**src/sv/ipa_pkg.sv**
```systemverilog
// Package of the interrupt priority arbiter: sizes, command and state codes,
// and the layout of one entry of the interrupt table. Depends on nothing.
`default_nettype none

package ipa_pkg;

	localparam int NUM_BANKED     = 32;
	localparam int NUM_SHARED_DEF = 32;
	localparam int ID_W           = 6;
	localparam int PRIO_W         = 8;
	localparam int STAMP_W        = 32;

	typedef enum logic [2:0] {
		CMD_ASSERT   = 3'd0,
		CMD_DEASSERT = 3'd1,
		CMD_ENABLE   = 3'd2,
		CMD_DISABLE  = 3'd3,
		CMD_SET_PRIO = 3'd4,
		CMD_POLL     = 3'd5,
		CMD_COMPLETE = 3'd6
	} cmd_e_t;

	typedef enum logic [1:0] {
		ST_INACTIVE       = 2'd0,
		ST_PENDING        = 2'd1,
		ST_ACTIVE         = 2'd2,
		ST_ACTIVE_PENDING = 2'd3
	} irq_st_t;

	typedef struct packed {
		irq_st_t             state;
		logic                enabled;
		logic [PRIO_W-1:0]   prio;
		logic [STAMP_W-1:0]  stamp;
	} irq_entry_t;

endpackage

`default_nettype wire

```
**src/sv/interrupt_priority_arbiter.sv**
```systemverilog
// Interrupt priority arbiter for one CPU. Every interrupt keeps its state, enable
// bit, priority and assertion stamp in one table memory with a registered read
// port; uses ipa_pkg. After reset the block clears the table, one entry a cycle,
// and holds busy high until the last entry is cleared. A command beat is taken
// when start is high and busy is low. Each command yields one result beat, shown
// with done for exactly one cycle; the receiver cannot stall it. Assert, deassert,
// enable, disable and set priority with an id in range, and a complete with a
// latched interrupt, read the table entry and then write it back; other commands
// answer in the cycle after acceptance. A poll with nothing latched scans the
// table through its single read port, one entry a cycle, then passes a drain
// and a pick state before it answers.
`default_nettype none

module interrupt_priority_arbiter #(
	parameter int NUM_SHARED = ipa_pkg::NUM_SHARED_DEF
) (
	input  wire logic                      clk,
	input  wire logic                      arst_n,
	input  wire logic                      start,
	output logic                           busy,
	input  wire logic [2:0]                command,
	input  wire logic [ipa_pkg::ID_W-1:0]  irq_id,
	input  wire logic [ipa_pkg::PRIO_W-1:0] prio_value,
	output logic                           done,
	output logic                           irq_valid,
	output logic [ipa_pkg::ID_W-1:0]       irq_number
);

	localparam int NUM_IRQS = ipa_pkg::NUM_BANKED + NUM_SHARED;
	localparam int IW       = $clog2(NUM_IRQS);
	localparam logic [IW-1:0] LAST_IDX = IW'(NUM_IRQS - 1);

	typedef enum logic [2:0] {
		S_CLEAR,
		S_IDLE,
		S_MODIFY,
		S_SCAN,
		S_DRAIN,
		S_PICK
	} state_t;

	state_t state_q;

	ipa_pkg::irq_entry_t mem [NUM_IRQS];
	ipa_pkg::irq_entry_t rd_data_s1;
	ipa_pkg::irq_entry_t mem_wdata;
	ipa_pkg::irq_entry_t upd_entry;
	logic [IW-1:0]       mem_raddr;
	logic [IW-1:0]       mem_waddr;
	logic                mem_we;

	ipa_pkg::cmd_e_t             cmd_q;
	logic [ipa_pkg::PRIO_W-1:0]  prio_q;
	logic [IW-1:0]               addr_q;
	logic [IW-1:0]               scan_q;
	logic [ipa_pkg::STAMP_W-1:0] stamp_q;
	logic                        cur_valid_q;
	logic [IW-1:0]               cur_num_q;
	logic                        done_q;

	logic                        cmp_v_s1;
	logic [IW-1:0]               cmp_idx_s1;
	logic                        found_q;
	logic [IW-1:0]               best_idx_q;
	ipa_pkg::irq_entry_t         best_q;
	logic [ipa_pkg::STAMP_W-1:0] best_age_q;
	logic                        best_cls_q;

	logic                        stamp_inc;
	logic                        id_ok;
	logic                        cand;
	logic                        cmp_cls;
	logic [ipa_pkg::STAMP_W-1:0] cmp_age;
	logic                        take;
	ipa_pkg::cmd_e_t             cmd_in;

	assign cmd_in = ipa_pkg::cmd_e_t'(command);
	assign id_ok  = (32'(irq_id) < NUM_IRQS);

	always_ff @(posedge clk) begin
		if (mem_we) begin
			mem[mem_waddr] <= mem_wdata;
		end
		rd_data_s1 <= mem[mem_raddr];
	end

	always_comb begin
		upd_entry = rd_data_s1;
		stamp_inc = 1'b0;
		unique case (cmd_q)
			ipa_pkg::CMD_ASSERT: begin
				if (rd_data_s1.state != ipa_pkg::ST_PENDING &&
						rd_data_s1.state != ipa_pkg::ST_ACTIVE_PENDING) begin
					upd_entry.state = ipa_pkg::ST_PENDING;
					upd_entry.stamp = stamp_q;
					stamp_inc       = 1'b1;
				end
			end
			ipa_pkg::CMD_DEASSERT: upd_entry.state   = ipa_pkg::ST_INACTIVE;
			ipa_pkg::CMD_ENABLE:   upd_entry.enabled = 1'b1;
			ipa_pkg::CMD_DISABLE:  upd_entry.enabled = 1'b0;
			ipa_pkg::CMD_SET_PRIO: upd_entry.prio    = prio_q;
			ipa_pkg::CMD_COMPLETE: upd_entry.state   = ipa_pkg::ST_INACTIVE;
			default: ;
		endcase
	end

	always_comb begin
		mem_raddr = scan_q;
		mem_waddr = addr_q;
		mem_wdata = upd_entry;
		mem_we    = 1'b0;
		unique case (state_q)
			S_CLEAR: begin
				mem_we    = 1'b1;
				mem_waddr = scan_q;
				mem_wdata = '0;
			end
			S_IDLE: begin
				mem_raddr = (cmd_in == ipa_pkg::CMD_COMPLETE) ? cur_num_q : IW'(irq_id);
			end
			S_MODIFY: mem_we = 1'b1;
			S_PICK: begin
				mem_we          = found_q;
				mem_waddr       = best_idx_q;
				mem_wdata       = best_q;
				mem_wdata.state = ipa_pkg::ST_ACTIVE_PENDING;
			end
			default: ;
		endcase
	end

	always_comb begin
		cand    = rd_data_s1.enabled && (rd_data_s1.state == ipa_pkg::ST_PENDING);
		cmp_cls = (32'(cmp_idx_s1) < ipa_pkg::NUM_BANKED);
		cmp_age = stamp_q - rd_data_s1.stamp;
		take    = cmp_v_s1 && cand && (!found_q || (rd_data_s1.prio < best_q.prio) ||
			((rd_data_s1.prio == best_q.prio) && (cmp_cls == best_cls_q) &&
			(cmp_age > best_age_q)));
	end

	always_ff @(posedge clk or negedge arst_n) begin
		if (!arst_n) begin
			state_q     <= S_CLEAR;
			cmd_q       <= ipa_pkg::CMD_ASSERT;
			scan_q      <= '0;
			addr_q      <= '0;
			stamp_q     <= '0;
			cur_valid_q <= 1'b0;
			cur_num_q   <= '0;
			done_q      <= 1'b0;
			cmp_v_s1    <= 1'b0;
			found_q     <= 1'b0;
		end else begin
			done_q     <= 1'b0;
			cmp_v_s1   <= (state_q == S_SCAN);
			cmp_idx_s1 <= scan_q;
			if (take) begin
				found_q    <= 1'b1;
				best_idx_q <= cmp_idx_s1;
				best_q     <= rd_data_s1;
				best_age_q <= cmp_age;
				best_cls_q <= cmp_cls;
			end
			unique case (state_q)
				S_CLEAR: begin
					if (scan_q == LAST_IDX) begin
						scan_q  <= '0;
						state_q <= S_IDLE;
					end else begin
						scan_q <= scan_q + 1'b1;
					end
				end
				S_IDLE: begin
					if (start) begin
						cmd_q  <= cmd_in;
						prio_q <= prio_value;
						unique case (cmd_in)
							ipa_pkg::CMD_ASSERT, ipa_pkg::CMD_DEASSERT,
							ipa_pkg::CMD_ENABLE, ipa_pkg::CMD_DISABLE,
							ipa_pkg::CMD_SET_PRIO: begin
								if (id_ok) begin
									addr_q  <= IW'(irq_id);
									state_q <= S_MODIFY;
								end else begin
									done_q <= 1'b1;
								end
							end
							ipa_pkg::CMD_POLL: begin
								if (cur_valid_q) begin
									done_q <= 1'b1;
								end else begin
									scan_q  <= '0;
									found_q <= 1'b0;
									state_q <= S_SCAN;
								end
							end
							ipa_pkg::CMD_COMPLETE: begin
								if (cur_valid_q) begin
									addr_q  <= cur_num_q;
									state_q <= S_MODIFY;
								end else begin
									done_q <= 1'b1;
								end
							end
							default: done_q <= 1'b1;
						endcase
					end
				end
				S_MODIFY: begin
					if (stamp_inc) begin
						stamp_q <= stamp_q + 1'b1;
					end
					if (cmd_q == ipa_pkg::CMD_COMPLETE) begin
						cur_valid_q <= 1'b0;
						cur_num_q   <= '0;
					end
					done_q  <= 1'b1;
					state_q <= S_IDLE;
				end
				S_SCAN: begin
					if (scan_q == LAST_IDX) begin
						scan_q  <= '0;
						state_q <= S_DRAIN;
					end else begin
						scan_q <= scan_q + 1'b1;
					end
				end
				S_DRAIN: state_q <= S_PICK;
				S_PICK: begin
					if (found_q) begin
						cur_valid_q <= 1'b1;
						cur_num_q   <= best_idx_q;
					end
					done_q  <= 1'b1;
					state_q <= S_IDLE;
				end
				default: state_q <= S_IDLE;
			endcase
		end
	end

	assign busy       = (state_q != S_IDLE);
	assign done       = done_q;
	assign irq_valid  = cur_valid_q;
	assign irq_number = cur_num_q[ipa_pkg::ID_W-1:0];

endmodule

`default_nettype wire

```
**config.mk**
```make
export PLATFORM = sky130hd
export DESIGN_NAME = interrupt_priority_arbiter
export DESIGN_NICKNAME = d
export VERILOG_FILES = /design/src/sv/ipa_pkg.sv /design/src/sv/interrupt_priority_arbiter.sv
export SDC_FILE = /design/constraint.sdc
export NUM_CORES = 2
export LEC_CHECK = 0
export ABC_CLOCK_PERIOD_IN_PS = 16000
export BUFFER_PORTS_ARGS = -buffer_cell sky130_fd_sc_hd__buf_2
export CORE_ASPECT_RATIO = 1.25
export CORE_MARGIN = 4
export CORE_UTILIZATION = 55
export CTS_CLUSTER_DIAMETER = 50
export DETAILED_ROUTE_END_ITERATION = 12
export PLACE_DENSITY = 0.7
export SYNTH_ARGS = -nofsm -noshare
export SYNTH_HDL_FRONTEND = slang
export SYNTH_SLANG_ARGS = --single-unit
export TNS_END_PERCENT = 50
```
**constraint.sdc**
```tcl
create_clock -name clk -period 16 [get_ports clk]
set_clock_uncertainty 0.1 [all_clocks]
set_input_delay 2.4 -clock clk [delete_from_list [all_inputs] [get_ports clk]]
set_output_delay 2.4 -clock clk [all_outputs]
set_load 0.1 [all_outputs]
```
After elaboration in Yosys (flattened, before gate mapping)
Memories as Yosys holds them, arrays and structs flattened. A register that Yosys moved wholly into a read port is not among the register bits.
Index checks and enable logic that the tools add are counted.
{ "totals": {"ff_bits": 154, "mem_bits_rw": 2752, "output_inout_bits": 9, "word_cells": 132, "n_memories": 1} }
{ "mem_list": {"columns": ["name", "words", "width", "rd", "rd_ports_with_merged_regs", "wr", "line_no", "text"], "rows": [
  ["mem", 64, 43, 1, 1, 1, "interrupt_priority_arbiter.sv:44", "ipa_pkg::irq_entry_t mem [NUM_IRQS];"]
]} }
{ "op_classes": {"n_addsub": 3, "order_cmp": 3, "eq_ne": 34, "n_mux": 45, "n_reduce_logical": 28} }
{ "ops": {"columns": ["cell", "n"], "rows": [
  ["43-bit case mux with 2 select lines", 1],
  ["32-bit two-way mux", 2],
  ["6-bit two-way mux", 9],
  ["6-bit case mux with 2 select lines", 4],
  ["32-bit by 1-bit adder with 32-bit output, second input constant", 1],
  ["32-bit greater-than comparator", 1],
  ["32-bit subtractor", 1],
  ["3-bit == test, second input constant", 7],
  ["3-bit by 2-bit == test with 1-bit output, second input constant", 6],
  ["3-bit two-way mux", 5],
  ["1-bit two-way mux", 14],
  ["2-bit != test, second input constant", 7],
  ["3-bit case mux with 4 select lines", 1],
  ["3-bit by 1-bit == test with 1-bit output, second input constant", 3],
  ["3-bit logical NOT", 3],
  ["3-bit case mux with 3 select lines", 1],
  ["8-bit == test", 1],
  ["8-bit less-than comparator", 1],
  ["8-bit two-way mux", 1],
  ["1-bit case mux with 2 select lines", 4],
  ["4-bit AND reduction", 2],
  ["2-bit OR reduction", 4],
  ["6-bit by 1-bit adder with 6-bit output, second input constant", 1],
  ["6-bit == test, second input constant", 1],
  ["other kinds (18)", 32]
]} }

Logic depth before layout (Yosys ltp)
{ "logic_depth": {"word_depth": 11, "depth_mapped": 21, "depth_no_buf": 21} }

Worst setup path after synthesis
Ideal clock, no wire load.
{ "synth_timing": {"path_type": "register -> register", "startpoint": "register stamp_q[0] in the netlist's numbering", "endpoint": "register best_age_q[0] in the netlist's numbering, enable pin", "setup_ps": 638, "t_arrival_ps": 9353, "required_time_ps": 15262, "setup_slack_ps": 5910, "path_stages_with_launch": 19, "n_path_buf": 0, "synth_period_minus_slack_ps": 10090, "cell_sequence": "dfrtp_1 -> inv_1 -> ha_1 -> inv_1 -> fa_1 -> a211oi_1 -> nor2_1 -> o311ai_1 -> nand3_1 -> a211oi_1 -> nor3_1 -> o31ai_1 -> nand2b_1 -> xor2_1 -> ha_1 -> nand4_1 -> a211oi_1 -> nor4_1 -> a211oi_1"} }
{ "synth_between": {"elab_chain_cells": 6} }
{ "synth_rtl": {"columns": ["item", "line_no", "text"], "rows": [
  ["start: declaration", "interrupt_priority_arbiter.sv:56", "logic [ipa_pkg::STAMP_W-1:0] stamp_q;"],
  ["start signal: assignment", "interrupt_priority_arbiter.sv:212", "stamp_q <= stamp_q + 1'b1;"],
  ["32-bit subtractor", "interrupt_priority_arbiter.sv:136", "cmp_age = stamp_q - rd_data_s1.stamp;"],
  ["net cmp_age (one bit)", "interrupt_priority_arbiter.sv:73", "logic [ipa_pkg::STAMP_W-1:0] cmp_age;"],
  ["32-bit greater-than comparator", "interrupt_priority_arbiter.sv:139", "(cmp_age > best_age_q)));"],
  ["1-bit logical AND", "interrupt_priority_arbiter.sv:138", "((rd_data_s1.prio == best_q.prio) && (cmp_cls == best_cls_q) &&"],
  ["1-bit logical OR", "interrupt_priority_arbiter.sv:137", "take = cmp_v_s1 && cand && (!found_q || (rd_data_s1.prio < best_q.prio) ||"],
  ["1-bit logical AND", "interrupt_priority_arbiter.sv:137", null],
  ["2-bit AND reduction (no source line)", null, null],
  ["end signal: assignment", "interrupt_priority_arbiter.sv:162", "best_age_q <= cmp_age;"],
  ["end: declaration", "interrupt_priority_arbiter.sv:66", "logic [ipa_pkg::STAMP_W-1:0] best_age_q;"]
]} }
The timed path passes the listed nets, and every way through them passes these cells.
A chain may end at the register's enable or synchronous reset.

Final worst setup path
{ "layout_timing": {"startpoint": "input port command[0]", "endpoint": "register rd_data_s1[35] (netlist name)"} }
{ "layout_between": {"elab_chain_cells": 3} }
{ "layout_rtl": {"columns": ["item", "line_no", "text"], "rows": [
  ["start: declaration", "interrupt_priority_arbiter.sv:21", "input wire logic [2:0] command,"],
  ["3-bit == test", "interrupt_priority_arbiter.sv:120", "mem_raddr = (cmd_in == ipa_pkg::CMD_COMPLETE) ? cur_num_q : IW'(irq_id);"],
  ["6-bit two-way mux", "interrupt_priority_arbiter.sv:120", null],
  ["6-bit two-way mux", "interrupt_priority_arbiter.sv:113", "unique case (state_q)"]
]} }
Every way passes these cells.

==> results.md <==
| Parameter | Value | Unit |
|---|---|---|
| Post-detailed-route via-to-cell ratio | 6.592 | - |
| Most frequent cell on the critical path | buf_12 | - |
| Post_cts resized | 0 | - |
| Endpoint of the lowest-slack register-to-register path | rd_data_s1[35] | - |
| Power density of the placed cells | 230.2 | mW/mm2 |
| Pin count of the biggest net entering global routing | 210 | - |
| Flop-to-flop setup slack | 8.98 | ns |
| Sinks on the clock net | 2949 | - |
| Synth cell count leaders | edfxtp_1, nand2_1, nand3_1 | - |
| Achievable Freq | 133.2 | MHz |
| Most frequently used cell type in the post-synthesis netlist | edfxtp_1 | - |
| Worst hold path cell count | 0 | - |
| Startpoint of the lowest-slack hold path | cmp_idx_s1[4] | - |
| Hold Fails Final Rpt | 0 | - |
| Number of global-route vias before repair | 76250 | - |
| Number of distinct library cells after synthesis | 82 | - |
| Met3 WL | 51140 | um |
| # Max-Cap Violations | 0 | - |
| Detailed-route wire length per cell | 31.26 | um |
| Share of the yosys chip area belonging to registers | 73.80 | % |
| Total half-perimeter wirelength after legalization and detailed placement | 202600 | um |
| Total Negative Setup Slacks | 0 | ns |
| Top FF cell, synth | edfxtp_1 | - |
| Die boundary width | 424.0 | um |
| Number of I/O pins | 29 | - |
| Clock-pin transition on the worst setup and hold timing paths | 0.07 | ns |
| Clock buffer count from CTS | 286 | - |
| Final-report max-slew violation count | 0 | - |
| Final total power | 0.03037 | W |
| Total length of routed met2 wires | 172800 | um |
| Netlist Area Pre-Place | 0.1190 | mm2 |
| Sum of overflow across all layers after global routing | 0 | - |
| Cells traversed along the worst timing path | buf_2 > nand3b_2 > a211o_4 > nand2_8 > buf_12 > buf_12 > mux2i_1 > a221oi_1 > a31oi_1 > nor3_1 > o22ai_1 > nor2_1 | - |
| Number of synthesized flops with an enable pin | 2846 | - |
| Hold-critical path endpoint | best_idx_q[4] | - |
| Standard cell core area | 0.2149 | mm2 |
| Worst path max stage delay | 0.95 | ns |
| Count of routing violations after the opening detailed-route iteration | 12980 | - |
| Number of instances in the synthesized netlist | 9104 | - |
| Total setup violations reported at the end of the flow | 0 | - |
| Startpoint of the most critical register-to-register path | state_q[1] | - |
| Overall track demand over capacity in global routing | 33.44 | % |
| Dominant cell type by area after synthesis | edfxtp_1 | - |
| Data arrival time of the critical path | 8.16 | ns |
| Clock latency on the worst-skew pair | 0.87 | ns |
| Chip Height | 528.1 | um |
| Share of synthesized registers carrying an async set or reset | 2.035 | % |
| Net count of the finished layout | 9186 | - |
| Remaining antenna violation count after routing | 0 | - |
| Number of antenna violations at the first check in global routing | 13 | - |
| Routed length on met1 | 128100 | um |
| Row count | 190 | - |
| Synth-to-Final Area Change | 10.84 | % |
| Status | finished, final reports clean | - |
| Post-CTS setup-driven buffer insertion count | 0 | - |
| Max clock buf depth | 4 | - |
| Share of layout cells above drive strength 1 | 8.580 | % |
| Critical Path Source Type | input pin | - |
| Synth Register Bits | 2949 | - |
| Number of vias in the routed layout | 80440 | - |
| Area share of the leading cell type in the synthesized netlist | 71.82 | % |
| Uppermost layer routed | met5 | - |
| Worst-path cell with the longest stage delay | nor3_1 | - |
| CP Capture Type | flop | - |
| Total Die Area | 0.2239 | mm2 |
| Clock root buffer master | clkbuf_16 | - |
| Minimum hold slack | 0.3248 | ns |
| Peak supply drop | 256.1 | uV |
| Slew of the pin with the lowest slew margin | 1.428 | ns |
| RSZ-0062 raised after global routing | no | - |
| Relative slew slack | 4.782 | % |
| Synthesized net count | 9198 | - |
| # H-tree levels | 5 | - |
| Number of buffers inserted for hold repair after clock tree synthesis | 0 | - |
| Final cycle utilization of the critical path | 46.93 | % |
| Ys Warns | 0 | - |
| Placement-stage worst setup slack | 8.029 | ns |
| Static Leakage | 45.56 | nW |
| Critical-path maximum fanout | 169 | - |
| Average cell area after synthesis | 13.07 | um2 |
| TritonCTS clock tree | built | - |
| DR DRC count | 0 | - |
| Depth of the worst register-to-register path | 13 | - |
| Global-route wire length before repair | 540000 | um |
| Sum of routed wire length over all layers | 381500 | um |
| Final worst slack | 8.492 | ns |
| Critical path data required time | 16.65 | ns |
| Time the final worst path needs with I/O delays and setup | 7.508 | ns |
| Initial standard-cell utilization of the core | 55.37 | % |
| Core Util, Final | 61.37 | % |
| Main area contributors after synthesis | edfxtp_1, nand2_1, nand3_1 | - |
| Port buffer count | 28 | - |
| First-pass iteration count of the detailed router | 6 | - |
| Global placement routability congestion | 0.8842 | - |
| Critical setup path kind | in2reg | - |
| Worst min-delay path category | reg2reg | - |
-- placed cells by master (no fill, tap or decap), types with 14 or more instances in the layout --
cell and instances:
a211oi_1 38, a221oi_1 82, clkinv_2 42, o21ai_0 134, o22ai_1 25, clkbuf_1 81
nor3_1 72, edfxtp_1 2846, nand2_1 2415, and3_1 68, clkinv_1 41, inv_1 85
o21ai_4 39, nand4_1 36, a41oi_1 21, a32oi_1 63, a22oi_1 61, nand3_1 975
dfrtp_1 60, a31oi_1 206, bufinv_16 17, clkbuf_16 292, ha_1 73, buf_2 27
a21oi_1 420, mux2i_1 207, inv_6 14, nor2_4 66, xnor2_1 34, nor2_1 233
a21o_1 21, dfxtp_1 43, xor2_1 25, buf_4 206
-- worst max-delay path by stage --
stage	startpoint	to	slack, ns	depth (start not counted)
2_1_floorplan	stamp_q[0]	best_age_q[0]	5.91	18
3_3_place_gp	command[0]	rd_data_s1[29]	8.16	12
3_5_place_dp	command[0]	rd_data_s1[29]	8.03	12
4_1_cts	command[0]	rd_data_s1[29]	8.94	12
5_1_grt	command[0]	rd_data_s1[35]	8.49	12
6_report	command[0]	rd_data_s1[35]	8.49	12
-- registers in the layout, indices dropped and copies added, names as in the netlist, 6 cells and up --
name        flops
stamp_q        32
scan_q          6
mem          2752
best_q         41
cmp_idx_s1      6
prio_q          8
irq_number      6
best_idx_q      6
best_age_q     32
rd_data_s1     43
addr_q          6
-- critical path: cells and delay by family --
kind | cells | cell delay [ns]
AOI/OAI and AO/OA | 4 | 1.47
and+or+nand+nor | 4 | 2.13
buffers and inverters | 3 | 1.37
muxes | 1 | 0.17
-- area by class of cell --
class                      instances  area [um2]
multi-input combinational       5525       29360
fill                           15820       83010
antenna                           10       25.02
clock buffer                     382        7735
inverter                          86       322.8
timing repair buffer             244        1902
clock inverter                   126        1129
tap                             2880        3603
sequential                      2949       87820
-- layer usage --
layer  GRT usage, %  vias up
met3          7.635     1419
met2          51.80     6237
met1          42.96    39270
met4          21.07        2
li1               -    33510
met5              0        -
-- power by group --
part | internal [W] | switching [W]
clock network | 0.00369 | 0.00286
logic | 0.00314 | 0.00985
registers | 0.0105 | 0.000312
-- per-stage QoR --
stage                     instance area [um2]  instances
final                                  131900      12200
after global routing                   131900      12190
after CTS                              131900      12190
after detailed placement               123000      11680
after global placement                 123000      11680
after floorplan                        119000       9104
-- cell families (layout without fill, tap and decap cells) --
kind of cell | count (synthesis) | after routing | share of synthesized area, %
adders and majority gates | 74 | 74 | 0.7844
xor gates and xnor gates | 59 | 59 | 0.4342
AOI/OAI and AO/OA | 1226 | 1226 | 6.583
buffers and inverters | 630 | 838 | 2.522
muxes | 221 | 221 | 1.893
and+or+nand+nor | 3945 | 3945 | 13.98
DFF | 2949 | 2949 | 73.80
other | 0 | 10 | 0
Note: power is estimated with default switching activity, not from simulation.
